**config.mk**
```make
export PLATFORM = sky130hd
export DESIGN_NAME = panic_alarm_passcode_fsm_core
export DESIGN_NICKNAME = d
export VERILOG_FILES = /design/src/rtl/pap_pkg.sv /design/src/rtl/pap_step.sv /design/src/rtl/panic_alarm_passcode_fsm_core.sv
export VERILOG_INCLUDE_DIRS = /design/src /design/src/rtl
export SDC_FILE = /design/constraint.sdc
export NUM_CORES = 1
export LEC_CHECK = 0
export BUFFER_PORTS_ARGS = -buffer_cell sky130_fd_sc_hd__buf_2
export CORE_MARGIN = 1.5
export CORE_UTILIZATION = 40
export CTS_CLUSTER_DIAMETER = 30
export DETAILED_ROUTE_END_ITERATION = 8
export GPL_ROUTABILITY_DRIVEN = 0
export GPL_TIMING_DRIVEN = 0
export MAX_ROUTING_LAYER = met4
export PLACE_DENSITY = 0.7
export SYNTH_ARGS = -nofsm -noshare
export SYNTH_HDL_FRONTEND = slang
export SYNTH_SLANG_ARGS = --single-unit
```
**constraint.sdc**
```tcl
create_clock -name clk -period 3.6 [get_ports clk]
set_input_delay 0.9 -clock clk [delete_from_list [all_inputs] [get_ports clk]]
set_output_delay 0.9 -clock clk [all_outputs]
set_load 0.1 [all_outputs]
```
**src/rtl/panic_alarm_passcode_fsm_core_assert.svh**
```systemverilog
// Assertion macros shared by the panic alarm RTL.
`ifndef PANIC_ALARM_PASSCODE_FSM_CORE_ASSERT_SVH
`define PANIC_ALARM_PASSCODE_FSM_CORE_ASSERT_SVH

// Same-cycle implication, skipped while in reset
`define PAP_ASSERT_NOW(label, clk, rst, cond, expect_now) \
  label: assert property (@(posedge clk) disable iff (rst) (cond) |-> (expect_now)) \
    else $error("pap: same-cycle check failed");

// Next-cycle implication, skipped while in reset
`define PAP_ASSERT_NEXT(label, clk, rst, cond, expect_next) \
  label: assert property (@(posedge clk) disable iff (rst) (cond) |=> (expect_next)) \
    else $error("pap: next-cycle check failed");

`endif

```
**src/rtl/pap_pkg.sv**
```systemverilog
// Shared types, constants and codes for the panic alarm passcode controller.
package pap_pkg;

  localparam int CODE_LENGTH      = 5;
  localparam int CODE_BITS        = 10;
  localparam int CNT_W            = $clog2(CODE_LENGTH + 1);
  localparam int TICKS_PER_SECOND = 20;
  localparam int SUB_W            = $clog2(TICKS_PER_SECOND);
  localparam int PADDR_W          = 5;

  typedef enum logic [2:0] {
    M_IDLE     = 3'd0,
    M_HELD     = 3'd1,
    M_ENTRY    = 3'd2,
    M_CANCELED = 3'd3,
    M_RETRY    = 3'd4,
    M_ALERT    = 3'd5
  } mode_t;

  typedef enum logic [1:0] {
    CMD_TICK    = 2'd0,
    CMD_PRESS   = 2'd1,
    CMD_RELEASE = 2'd2,
    CMD_DIGIT   = 2'd3
  } cmd_t;

  typedef enum logic [1:0] {
    VIB_NONE  = 2'd0,
    VIB_SHORT = 2'd1,
    VIB_ERROR = 2'd2,
    VIB_LONG  = 2'd3
  } vib_t;

  // Register indexes on the configuration port
  localparam logic [2:0] REG_CODE_DIGITS  = 3'd0;
  localparam logic [2:0] REG_CODE_PRESENT = 3'd1;
  localparam logic [2:0] REG_COUNTDOWN    = 3'd2;
  localparam logic [2:0] REG_UNLOCK_HOLD  = 3'd3;
  localparam logic [2:0] REG_ALERT_HOLD   = 3'd4;

  typedef struct packed {
    logic [1:0] command;
    logic [1:0] key_digit;
  } in_word_t;

  typedef struct packed {
    logic [2:0] mode_now;
    logic [2:0] digits_entered;
    logic [8:0] seconds_left;
    logic [1:0] vibrate_code;
    logic       send_alert;
    logic       setup_warning;
  } out_word_t;

  typedef struct packed {
    logic [CODE_BITS-1:0] code_digits;
    logic                 code_present;
    logic [7:0]           countdown_seconds;
    logic [7:0]           unlock_hold_ticks;
    logic [7:0]           alert_hold_ticks;
  } cfg_t;

  // Countdown is kept as whole seconds plus ticks within the second
  typedef struct packed {
    mode_t                       mode;
    logic [CNT_W-1:0]            entry_count;
    logic [CODE_LENGTH-1:0][1:0] entry_digits;
    logic [7:0]                  secs;
    logic [SUB_W-1:0]            sub_ticks;
    logic [7:0]                  hold_ticks;
  } state_t;

endpackage

```
**src/rtl/pap_step.sv**
```systemverilog
// One-word state update and result formation for the panic alarm controller.
module pap_step (
  input  pap_pkg::state_t    state,
  input  pap_pkg::cfg_t      cfg,
  input  pap_pkg::in_word_t  in_word,
  output pap_pkg::state_t    state_next,
  output pap_pkg::out_word_t out_word
);
  import pap_pkg::*;

  cmd_t                        cmd;
  mode_t                       mode_next;
  logic                        entering;
  logic                        entering_next;
  logic                        full;
  logic                        matched;
  logic                        cd_zero;
  logic                        hold_zero;
  logic [CODE_LENGTH-1:0][1:0] want;
  vib_t                        vib;
  logic                        alert;

  // Decode the word and the conditions the mode change depends on
  assign cmd       = cmd_t'(in_word.command);
  assign entering  = (state.mode == M_ENTRY) || (state.mode == M_RETRY);
  assign full      = (state.entry_count == CNT_W'(CODE_LENGTH));
  assign want      = (2 * CODE_LENGTH)'(cfg.code_digits);
  assign matched   = full && cfg.code_present && (state.entry_digits == want);
  // countdown is zero after this tick's decrement
  assign cd_zero   = (state.secs == 8'd0) && (state.sub_ticks <= SUB_W'(1));
  assign hold_zero = (state.hold_ticks <= 8'd1);

  // Next mode
  always_comb begin
    mode_next = state.mode;
    case (state.mode)
      M_IDLE: begin
        if (cmd == CMD_PRESS) mode_next = M_HELD;
      end
      M_HELD: begin
        if (cmd == CMD_RELEASE) mode_next = M_ENTRY;
      end
      M_ENTRY, M_RETRY: begin
        if (cmd == CMD_TICK) begin
          if (matched) mode_next = M_CANCELED;
          else if (cd_zero) mode_next = M_ALERT;
          else if (full) mode_next = M_RETRY;
        end
      end
      M_CANCELED, M_ALERT: begin
        if (cmd == CMD_TICK && hold_zero) mode_next = M_IDLE;
      end
      default: mode_next = M_IDLE;
    endcase
  end

  // Entry, countdown and hold updates, and the result word
  always_comb begin
    state_next = state;
    vib        = VIB_NONE;
    alert      = 1'b0;
    case (cmd)
      CMD_TICK: begin
        if (entering) begin
          // advance the countdown, saturating at zero
          if (state.sub_ticks != '0) begin
            state_next.sub_ticks = state.sub_ticks - SUB_W'(1);
          end else if (state.secs != 8'd0) begin
            state_next.secs      = state.secs - 8'd1;
            state_next.sub_ticks = SUB_W'(TICKS_PER_SECOND - 1);
          end
          if (matched) begin
            state_next.hold_ticks = cfg.unlock_hold_ticks;
          end else if (full) begin
            state_next.entry_count  = '0;
            state_next.entry_digits = '0;
            vib                     = VIB_ERROR;
          end
          if (!matched && cd_zero) begin
            alert                 = 1'b1;
            vib                   = VIB_LONG;
            state_next.hold_ticks = cfg.alert_hold_ticks;
          end
        end else if (state.mode == M_CANCELED || state.mode == M_ALERT) begin
          if (state.hold_ticks != 8'd0) state_next.hold_ticks = state.hold_ticks - 8'd1;
          if (hold_zero) begin
            state_next.entry_count  = '0;
            state_next.entry_digits = '0;
          end
        end
      end
      CMD_PRESS: begin
        vib = VIB_SHORT;
      end
      CMD_RELEASE: begin
        vib = VIB_SHORT;
        if (state.mode == M_HELD) begin
          state_next.secs      = cfg.countdown_seconds;
          state_next.sub_ticks = '0;
        end
      end
      CMD_DIGIT: begin
        // store the digit in the next free slot; drop it when the entry is full
        if (entering && !full) begin
          for (int i = 0; i < CODE_LENGTH; i++) begin
            if (state.entry_count == CNT_W'(i)) state_next.entry_digits[i] = in_word.key_digit;
          end
          state_next.entry_count = state.entry_count + CNT_W'(1);
        end
      end
      default: ;
    endcase
    state_next.mode = mode_next;

    entering_next           = (mode_next == M_ENTRY) || (mode_next == M_RETRY);
    out_word.mode_now       = 3'(mode_next);
    out_word.digits_entered = 3'(state_next.entry_count);
    out_word.seconds_left   = entering_next ? (9'(state_next.secs) + 9'd1) : 9'd0;
    out_word.vibrate_code   = 2'(vib);
    out_word.send_alert     = alert;
    out_word.setup_warning  = !cfg.code_present;
  end

endmodule

```
**src/rtl/panic_alarm_passcode_fsm_core.sv**
```systemverilog
// Pipeline: a word accepted into the input register reaches out_word through the result
// register; the input register takes the next word while the last moves on, unless in_stall is high.
// Throughput: one word per cycle while not stalled; state steps through pap_step once per word.
// Reset (rst, synchronous): mode idle, entry and counters cleared, pipeline emptied,
// registers back to code 0, no passcode, 10 s countdown, holds of 20 and 100 ticks.
`include "panic_alarm_passcode_fsm_core_assert.svh"

module panic_alarm_passcode_fsm_core (
  input  logic                         clk,
  input  logic                         rst,
  input  logic                         in_valid,
  output logic                         in_stall,
  input  pap_pkg::in_word_t            in_word,
  output logic                         out_valid,
  input  logic                         out_stall,
  output pap_pkg::out_word_t           out_word,
  input  logic                         psel,
  input  logic                         penable,
  input  logic                         pwrite,
  input  logic [pap_pkg::PADDR_W-1:0]  paddr,
  input  logic [31:0]                  pwdata,
  output logic [31:0]                  prdata,
  output logic                         pready
);
  import pap_pkg::*;

  cfg_t      cfg;
  state_t    state;
  state_t    state_next;
  in_word_t  hold_word;
  logic      hold_valid;
  out_word_t result_next;
  logic      out_free;
  logic      advance;
  logic      cfg_write;
  logic [2:0] reg_index;

  // Configuration port
  assign pready    = 1'b1;
  assign cfg_write = psel && penable && pwrite && pready;
  assign reg_index = paddr[4:2];

  always_ff @(posedge clk) begin
    if (rst) begin
      cfg.code_digits       <= '0;
      cfg.code_present      <= 1'b0;
      cfg.countdown_seconds <= 8'd10;
      cfg.unlock_hold_ticks <= 8'd20;
      cfg.alert_hold_ticks  <= 8'd100;
    end else if (cfg_write) begin
      case (reg_index)
        REG_CODE_DIGITS:  cfg.code_digits       <= pwdata[CODE_BITS-1:0];
        REG_CODE_PRESENT: cfg.code_present      <= pwdata[0];
        REG_COUNTDOWN:    cfg.countdown_seconds <= pwdata[7:0];
        REG_UNLOCK_HOLD:  cfg.unlock_hold_ticks <= pwdata[7:0];
        REG_ALERT_HOLD:   cfg.alert_hold_ticks  <= pwdata[7:0];
        default: ;
      endcase
    end
  end

  always_comb begin
    case (reg_index)
      REG_CODE_DIGITS:  prdata = 32'(cfg.code_digits);
      REG_CODE_PRESENT: prdata = 32'(cfg.code_present);
      REG_COUNTDOWN:    prdata = 32'(cfg.countdown_seconds);
      REG_UNLOCK_HOLD:  prdata = 32'(cfg.unlock_hold_ticks);
      REG_ALERT_HOLD:   prdata = 32'(cfg.alert_hold_ticks);
      default:          prdata = 32'd0;
    endcase
  end

  // Flow control: the result register frees when empty or taken
  assign out_free = !out_valid || !out_stall;
  assign advance  = hold_valid && out_free;
  assign in_stall = hold_valid && !out_free;

  // Input register
  always_ff @(posedge clk) begin
    if (rst) begin
      hold_valid <= 1'b0;
    end else if (!in_stall) begin
      hold_valid <= in_valid;
    end
  end

  always_ff @(posedge clk) begin
    if (in_valid && !in_stall) hold_word <= in_word;
  end

  pap_step u_step (
    .state      (state),
    .cfg        (cfg),
    .in_word    (hold_word),
    .state_next (state_next),
    .out_word   (result_next)
  );

  // Controller state advances with each word moved to the result register
  always_ff @(posedge clk) begin
    if (rst) begin
      state.mode         <= M_IDLE;
      state.entry_count  <= '0;
      state.entry_digits <= '0;
      state.secs         <= '0;
      state.sub_ticks    <= '0;
      state.hold_ticks   <= '0;
    end else if (advance) begin
      state <= state_next;
    end
  end

  // Result register
  always_ff @(posedge clk) begin
    if (rst) begin
      out_valid <= 1'b0;
    end else if (out_free) begin
      out_valid <= hold_valid;
    end
  end

  always_ff @(posedge clk) begin
    if (advance) out_word <= result_next;
  end

  // Checks
  `PAP_ASSERT_NEXT(a_state_holds, clk, rst, !advance, $stable(state))
  `PAP_ASSERT_NEXT(a_word_delivered, clk, rst, advance, out_valid)
  `PAP_ASSERT_NOW(a_sub_in_range, clk, rst, 1'b1,
                  state.sub_ticks < SUB_W'(TICKS_PER_SECOND))
  `PAP_ASSERT_NOW(a_alert_long, clk, rst, out_valid && out_word.send_alert,
                  out_word.vibrate_code == 2'(VIB_LONG) && out_word.mode_now == 3'(M_ALERT))

endmodule
```
Word level (Yosys, flattened, before mapping). Index checks and enable logic that the tools add are counted.

Register bits: 97. Bits of input ports: 48. Output and inout port bits: 54. Logic and storage cells: 154.

$add $sub $neg: 5. $lt $le $gt $ge: 2. Equality and inequality tests: 34. Mux-type cells: 38. Reduce and logical (&&, ||, !) cells: 50.

Operator list (count): 13-bit two-way mux (9); 13-bit case mux with 2 select lines (2); 10-bit case mux with 5 select lines (1); 8-bit two-way mux (6); 8-bit AND reduction (5); 3-bit by 2-bit == test with 1-bit output (second input constant) (7); 3-bit two-way mux (7); 3-bit == test (second input constant) (6); 2-bit two-way mux (9); 8-bit nonzero test (2); 8-bit by 1-bit subtractor with 8-bit output (second input constant) (2); 2-bit by 1-bit inequality test with 1-bit output (second input constant) (7); 3-bit inequality test (second input constant) (4); 3-bit case mux with 4 select lines (1); 2-bit AND reduction (6); 1-bit logical AND (11); 10-bit == test (1); 5-bit AND reduction (2); 8-bit by 1-bit adder with 9-bit output (second input constant) (1); 3-bit by 1-bit == test with 1-bit output (second input constant) (3); 3-bit logical NOT (3); 8-bit by 1-bit <= comparator with 1-bit output (second input constant) (1); 8-bit logical NOT (1); 2-bit nonzero test (4); 16 further kinds (28).

Logic depth before layout (Yosys ltp). Gate-level depths: netlist of the first run.

Depth after elaboration: 8. Mapped depth: 12. Depth with buffers taken out: 11.

By module. Synthesis of the first run repeated with hierarchy kept, for this count alone.

Cell total of the unflattened synthesis: 752. Area, all modules: 6254.7 um2.

By module, submodules not included: panic_alarm_passcode_fsm_core (times used 1, cells each 416, area each 3992.6 um2, sequential area each 2172.1 um2); pap_step (times used 1, cells each 336, area each 2262.2 um2, sequential area each 0.0 um2).

Worst setup path before layout of the first run. No wires, ideal clock.

Path kind: input to output. Start: input port paddr[2] in the netlist's numbering. End: output port prdata[0]. Arrival time: 3.078 ns. Slack: -0.378 ns. Stages on the path: 4. Buffers on the path: 1. Cell sequence: clkbuf_1 mux2_2 a22oi_1 o22ai_1.

Word-level cells in the longest chain between the ends: 2. Elaborated cells on any way between the ends: 6. Those cells by class: 4 x eq/ne; 1 x mux; 1 x reduce/logical.

Ends and longest elaborated chain: start, declared (line panic_alarm_passcode_fsm_core.sv:20) `input logic [pap_pkg::PADDR_W-1:0] paddr,`; 3-bit == test, or another cell as far along (line panic_alarm_passcode_fsm_core.sv:63) `case (reg_index)`; 10-bit case mux with 5 select lines (*) (line panic_alarm_passcode_fsm_core.sv:63); end, declared (line panic_alarm_passcode_fsm_core.sv:22) `output logic [31:0] prdata,`.

Mark *: on every way between the ends. The rest lies on a longest branch, timed or not.

Worst setup path after layout of the first run. Ends and elaborated chain as after synthesis.

==> metrics.txt, run 1 <==
vias in the first global route 4717; most common cell after layout, fill and taps aside nor2_1; Worst setup SP type primary input; most area-consuming cells after synthesis dfxtp_1, edfxtp_1, mux2i_1, nor2_1, nand2_1; Async SR Flop Fraction 0; worst skew pair latency approximately 0.36 ns; post-route ant nets 0; synth unique cells 73; register area share after synthesis 0.380; synthesis-to-layout area growth 15.1%; Worst-path clk slew 0.07 ns; Synth Cell Area 5720 µm²; Die Area 15000 µm²; crit path DAT approximately 2.6 ns; largest area contributor in the synthesized netlist dfxtp_1; Synth Register Bits 97; final WL 15.0 mm; Root Driver clkbuf_16; Initial Util 0.411; maxcap violations 0; YS warnings 0; Via Count 5103; Final setup viols 0; headroom to the max-slew limit 0.154; total grt overflow 0; Worst VDD drop 0.252 mV; fin crit period between 3 and 4 ns; post-route cell area 6580 µm²; first-pass GRT wire length 24.3 mm; commonest non-fill, non-tap cells in the layout nor2_1, dfxtp_1, nand2_1; CTS H-tree lvls 3; DP Area between 6000 and 7000 µm²; Crit Path Class in2out; Core Region roughly 14000 µm²; wire length per cell 16.1 µm; fmax 0.289 GHz; # diodes 0; final net count a little over 800; status finished clean; CP Max Fanout 10; post-synth top area share 0.259; top_reg_cell synth dfxtp_1; EDFF count, synth 23; die span in x 123 µm; std cell rows 43; clock sinks 97; final hold violations 0; RSZ-0062 raised after global routing no; Power Density 401 nW/µm²; I/O pin count 102; Num CTS Buffers 9; Mapped Cells 663; fillers 1381; Clock Skew 0.00929 ns; period utilization 0.960; TritonRoute pass-1 iters 5; GR Util All Layers 0.216; leakage about 2.9 nW; Syn Area/Cell about 8.6 µm²; initial antenna violation count 0; Required @ worst endpoint 2.70 ns; setup total negative slack 0 ns; largest net degree at the start of global routing 29; dpl hpwl 10.8 mm; share of cells above drive strength 1 0.165; Hold Path Class reg2reg; CTS tree done; Die Height 123 µm; DRC violations left 0; buffer depth of the longest clock path 2; Worst-Margin Slew roughly 1.3 ns; element type at the critical path end primary output; port bufs 52; Via density 5.48; drt first-iter violations ~340; Final Slew Violations 0
metal layers:
layer  global-route usage  wire length [µm]
met5                    -                 0
met2                0.319              6680
met3               0.0520               924
met1                0.287              7050
met4               0.0770               375
through the flow:
| stage | total power, mW | util | std cells | hold slack [ns] | worst slack, ns |
|---|---|---|---|---|---|
| final | 2.64 | 0.472 | 932 | 0.477 | 0.144 |
| after global routing | 2.73 | 0.472 | 932 | 0.505 | 0.0305 |
| after CTS | 2.65 | 0.471 | 932 | 0.475 | 0.161 |
| after detailed placement | 1.73 | 0.451 | 916 | 0.465 | 0.180 |
| after global placement | 1.73 | 0.451 | 916 | 0.453 | 0.166 |
| after floorplan | 1.63 | - | 684 | 0.441 | -0.319 |
synthesized netlist by cell type, types with 6 or more instances:
| cell | n |
|---|---|
| nor2_1 | 80 |
| dfxtp_1 | 74 |
| nand2_1 | 62 |
| mux2i_1 | 55 |
| a21oi_1 | 44 |
| inv_1 | 28 |
| o21ai_0 | 26 |
| buf_4 | 23 |
| clkbuf_1 | 23 |
| edfxtp_1 | 23 |
| ha_1 | 18 |
| nor3_1 | 16 |
| nand3_1 | 15 |
| xor2_1 | 15 |
| o22ai_1 | 13 |
| a211oi_1 | 9 |
| nor4_1 | 9 |
| and3_1 | 7 |
| nand2b_1 | 7 |
| nand4_1 | 7 |
| mux2_2 | 6 |
area by class of cell:
| cell class | count | area (µm²) | area share |
|---|---|---|---|
| Sequential cell | 97 | 2170 | 0.330 |
| Timing Repair Buffer | 52 | 260 | 0.0395 |
| Multi-Input combinational cell | 507 | 3260 | 0.495 |
| Clock buffer | 10 | 229 | 0.0348 |
| Clock inverter | 6 | 47.5 | 0.00722 |
| Buffer | 52 | 288 | 0.0437 |
| Tap cell | 180 | 225 | 0.0342 |
| Inverter | 28 | 105 | 0.0160 |
state kept, by name, summed over array words and instances, names as in the netlist:
register    count
out_word       19
hold_word       4
hold_valid      1
state          37
cfg            35
out_valid       1
path summary, 6_finish.rpt:
kind	start	to	slack, ns	cells after the start
max	paddr[2]	prdata[0]	0.14	6
min	state[1]	state[1]	0.48	2
max reg2reg	state[16]	out_word[8]	0.33	11
min reg2reg	state[1]	state[1]	0.48	2
report_power, final:
group	leakage, nW	switching, mW	internal (mW)
logic	1.91	0.422	0.138
clock network	0.130	0.447	0.477
registers	0.816	0.0172	1.14
what timing repair did:
action / 4_1_cts / 5_1_grt
buffers inserted: 0 / 0
resized for setup: 0 / 2
endpoints found under the setup margin: 0 / 1
hold buffers: 0 / 0
endpoints found under the hold margin: 0 / 0
critical path, stage by stage:
cell and delay, ns:
buf_2 0.10, clkbuf_1 0.52, mux2_2 0.42, a22oi_1 0.18
o22ai_2 0.11, buf_2 0.33
logic make-up after synthesis:
group | after synthesis | share of synthesized area
adder cells (fa/ha/maj) | 18 | 0.0394
AO/OA/AOI/OAI | 143 | 0.163
AND/OR/NAND/NOR | 246 | 0.216
multiplexers | 61 | 0.108
other | 2 | 0.00131
XOR/XNOR | 16 | 0.0245
flip-flops | 97 | 0.380
buffers and inverters | 80 | 0.0685
No activity file was read; power rests on OpenSTA's default activity.
==> inputs of run 2 (changes only) <==
- CELL_PAD_IN_SITES_DETAIL_PLACEMENT: default -> 0
- CELL_PAD_IN_SITES_GLOBAL_PLACEMENT: default -> 1
- PLACE_DENSITY: 0.7 -> 0.87
- clock period: 3.6 -> 4.05 ns (I/O delays scaled with it)
==> metrics.txt, run 2 (same netlist as run 1, synthesis figures left out) <==
fin crit period 3.70 ns; Worst Setup SP paddr[2]; Initial Util 0.411; final hold violations 0; final net count roughly 810; DRC violations left 0; Power Density 362 nW/µm²; setup total negative slack 0 ns; Worst-path clk slew 0.07 ns; Hold WS 0.491 ns; Switching Fraction 0.325; Num CTS Buffers 9; PostCTS Resize Cnt 0; sequential share of power 0.431; PnR worst setup slack roughly 0.35 ns; std cell rows between 40 and 50; worst skew pair latency 0.36 ns; share of cells above drive strength 1 0.164; Power Internal 1.61 mW; Final setup viols 0; Final Core Density 0.473; TritonRoute pass-1 iters 5; Required @ worst endpoint 3.04 ns; Hold Path Class reg2reg; dpl hpwl 11.5 mm; headroom to the max-slew limit 0.144; Worst VDD drop 0.255 mV; crit path DAT 2.69 ns; Via Count 5186; CTS tree done; Clock Skew 0.0118 ns; # hold bufs at CTS 0; total grt overflow 0; fillers ~1400; Psw 776 µW; Worst setup SP type primary input; period utilization 0.914; Hold Crit Start state[9]; CTS H-tree lvls 3; GR Util All Layers 0.215; Via density 5.56; largest registers state (37), cfg (35), out_word (19); metal3 WL 973 µm; status finished clean; buffer depth of the longest clock path 2; Core Region 13900 µm²; Root Driver clkbuf_16; M1 wire length 6.72 mm; clock share of power 0.361; largest net degree at the start of global routing 29; # diodes 0; first-pass GRT wire length 24.0 mm; synthesis-to-layout area growth 15.2%; die span in x 123 µm; post-route ant nets 0; setup bufs post-CTS 0; Die Area around 15000 µm²; vias in the first global route between 4000 and 5000; commonest non-fill, non-tap cells in the layout nor2_1, dfxtp_1, nand2_1; CP Max Fanout 10; Final Slew Violations 0; port bufs 52; clock sinks 97; element type at the critical path end primary output; FF/Latch Area 2170 µm²; wire length per cell 16.4 µm; drt first-iter violations approximately 290; r2r startpoint state[34]; Biggest register state; Crit Path Class in2out; most common cell after layout, fill and taps aside nor2_1; Post-Place Setup Slack 0.350 ns; multi-input logic area 3240 µm²; fmax ~0.27 GHz; max FFs per register 37; Die Height 123 µm; top sig layer met4; initial antenna violation count 0; final WL 15.3 mm; I/O pin count 102; Comb power frac 0.208; met2 WL 7.36 mm; maxcap violations 0; RSZ-0062 raised after global routing no; Worst-Margin Slew 1.27 ns; leakage approximately 2.9 nW
## run 2: changes by cell type in the layout (fill, tap and decap cells not counted)
cell	delta
clkinvlp_4	-2
inv_4	-1
nor3b_1	+1
clkbuf_16	+1
nor3b_2	-1
clkbuf_8	+1
clkinv_4	+1
inv_6	-1
clkinv_2	+1
nor4b_2	+1
nor4b_4	-1
## run 2: routing by layer
| metal | vias up | global-route usage |
|---|---|---|
| li1 | 2506 | - |
| met2 | 178 | 0.355 |
| met5 | - | - |
| met4 | 0 | 0.0734 |
| met3 | 19 | 0.0390 |
| met1 | 2483 | 0.264 |
## run 2: metrics by stage
stage / std cells / power [mW] / cell area, µm²
2_1_floorplan: 684 / 1.45 / 5810
3_3_place_gp: 916 / 1.54 / 6290
3_5_place_dp: 916 / 1.54 / 6290
4_1_cts: 932 / 2.40 / 6590
5_1_grt: 932 / 2.47 / 6590
6_report: 932 / 2.39 / 6590
## run 2: cell type report
cell class / instances / share of cell area
Buffer: 52 / 0.0437
Clock buffer: 12 / 0.0406
Clock inverter: 4 / 0.00475
Inverter: 28 / 0.0159
Multi-Input combinational cell: 507 / 0.492
Sequential cell: 97 / 0.330
Tap cell: 180 / 0.0342
Timing Repair Buffer: 52 / 0.0395
## run 2: path summary, 6_finish.rpt
path                       to  slack (ns)  depth (start not counted)
setup / recovery    prdata[0]        0.35                          6
hold / removal       state[9]        0.49                          2
setup reg to reg  out_word[8]        0.73                         10
hold reg to reg      state[9]        0.49                          2
## run 2: power groups by stage
stage	registers [mW]	logic [mW]	clock network, mW
global placement	1.05	0.487	0
CTS	1.03	0.493	0.876
global route	1.03	0.526	0.912
finish	1.03	0.497	0.861
detailed placement	1.05	0.491	0
floorplan	1.11	0.333	0
## run 2: critical path, cell delays in order
cell      delay, ns
buf_2          0.10
clkbuf_1       0.55
mux2_2         0.42
a22oi_1        0.17
o22ai_2        0.11
buf_2          0.33
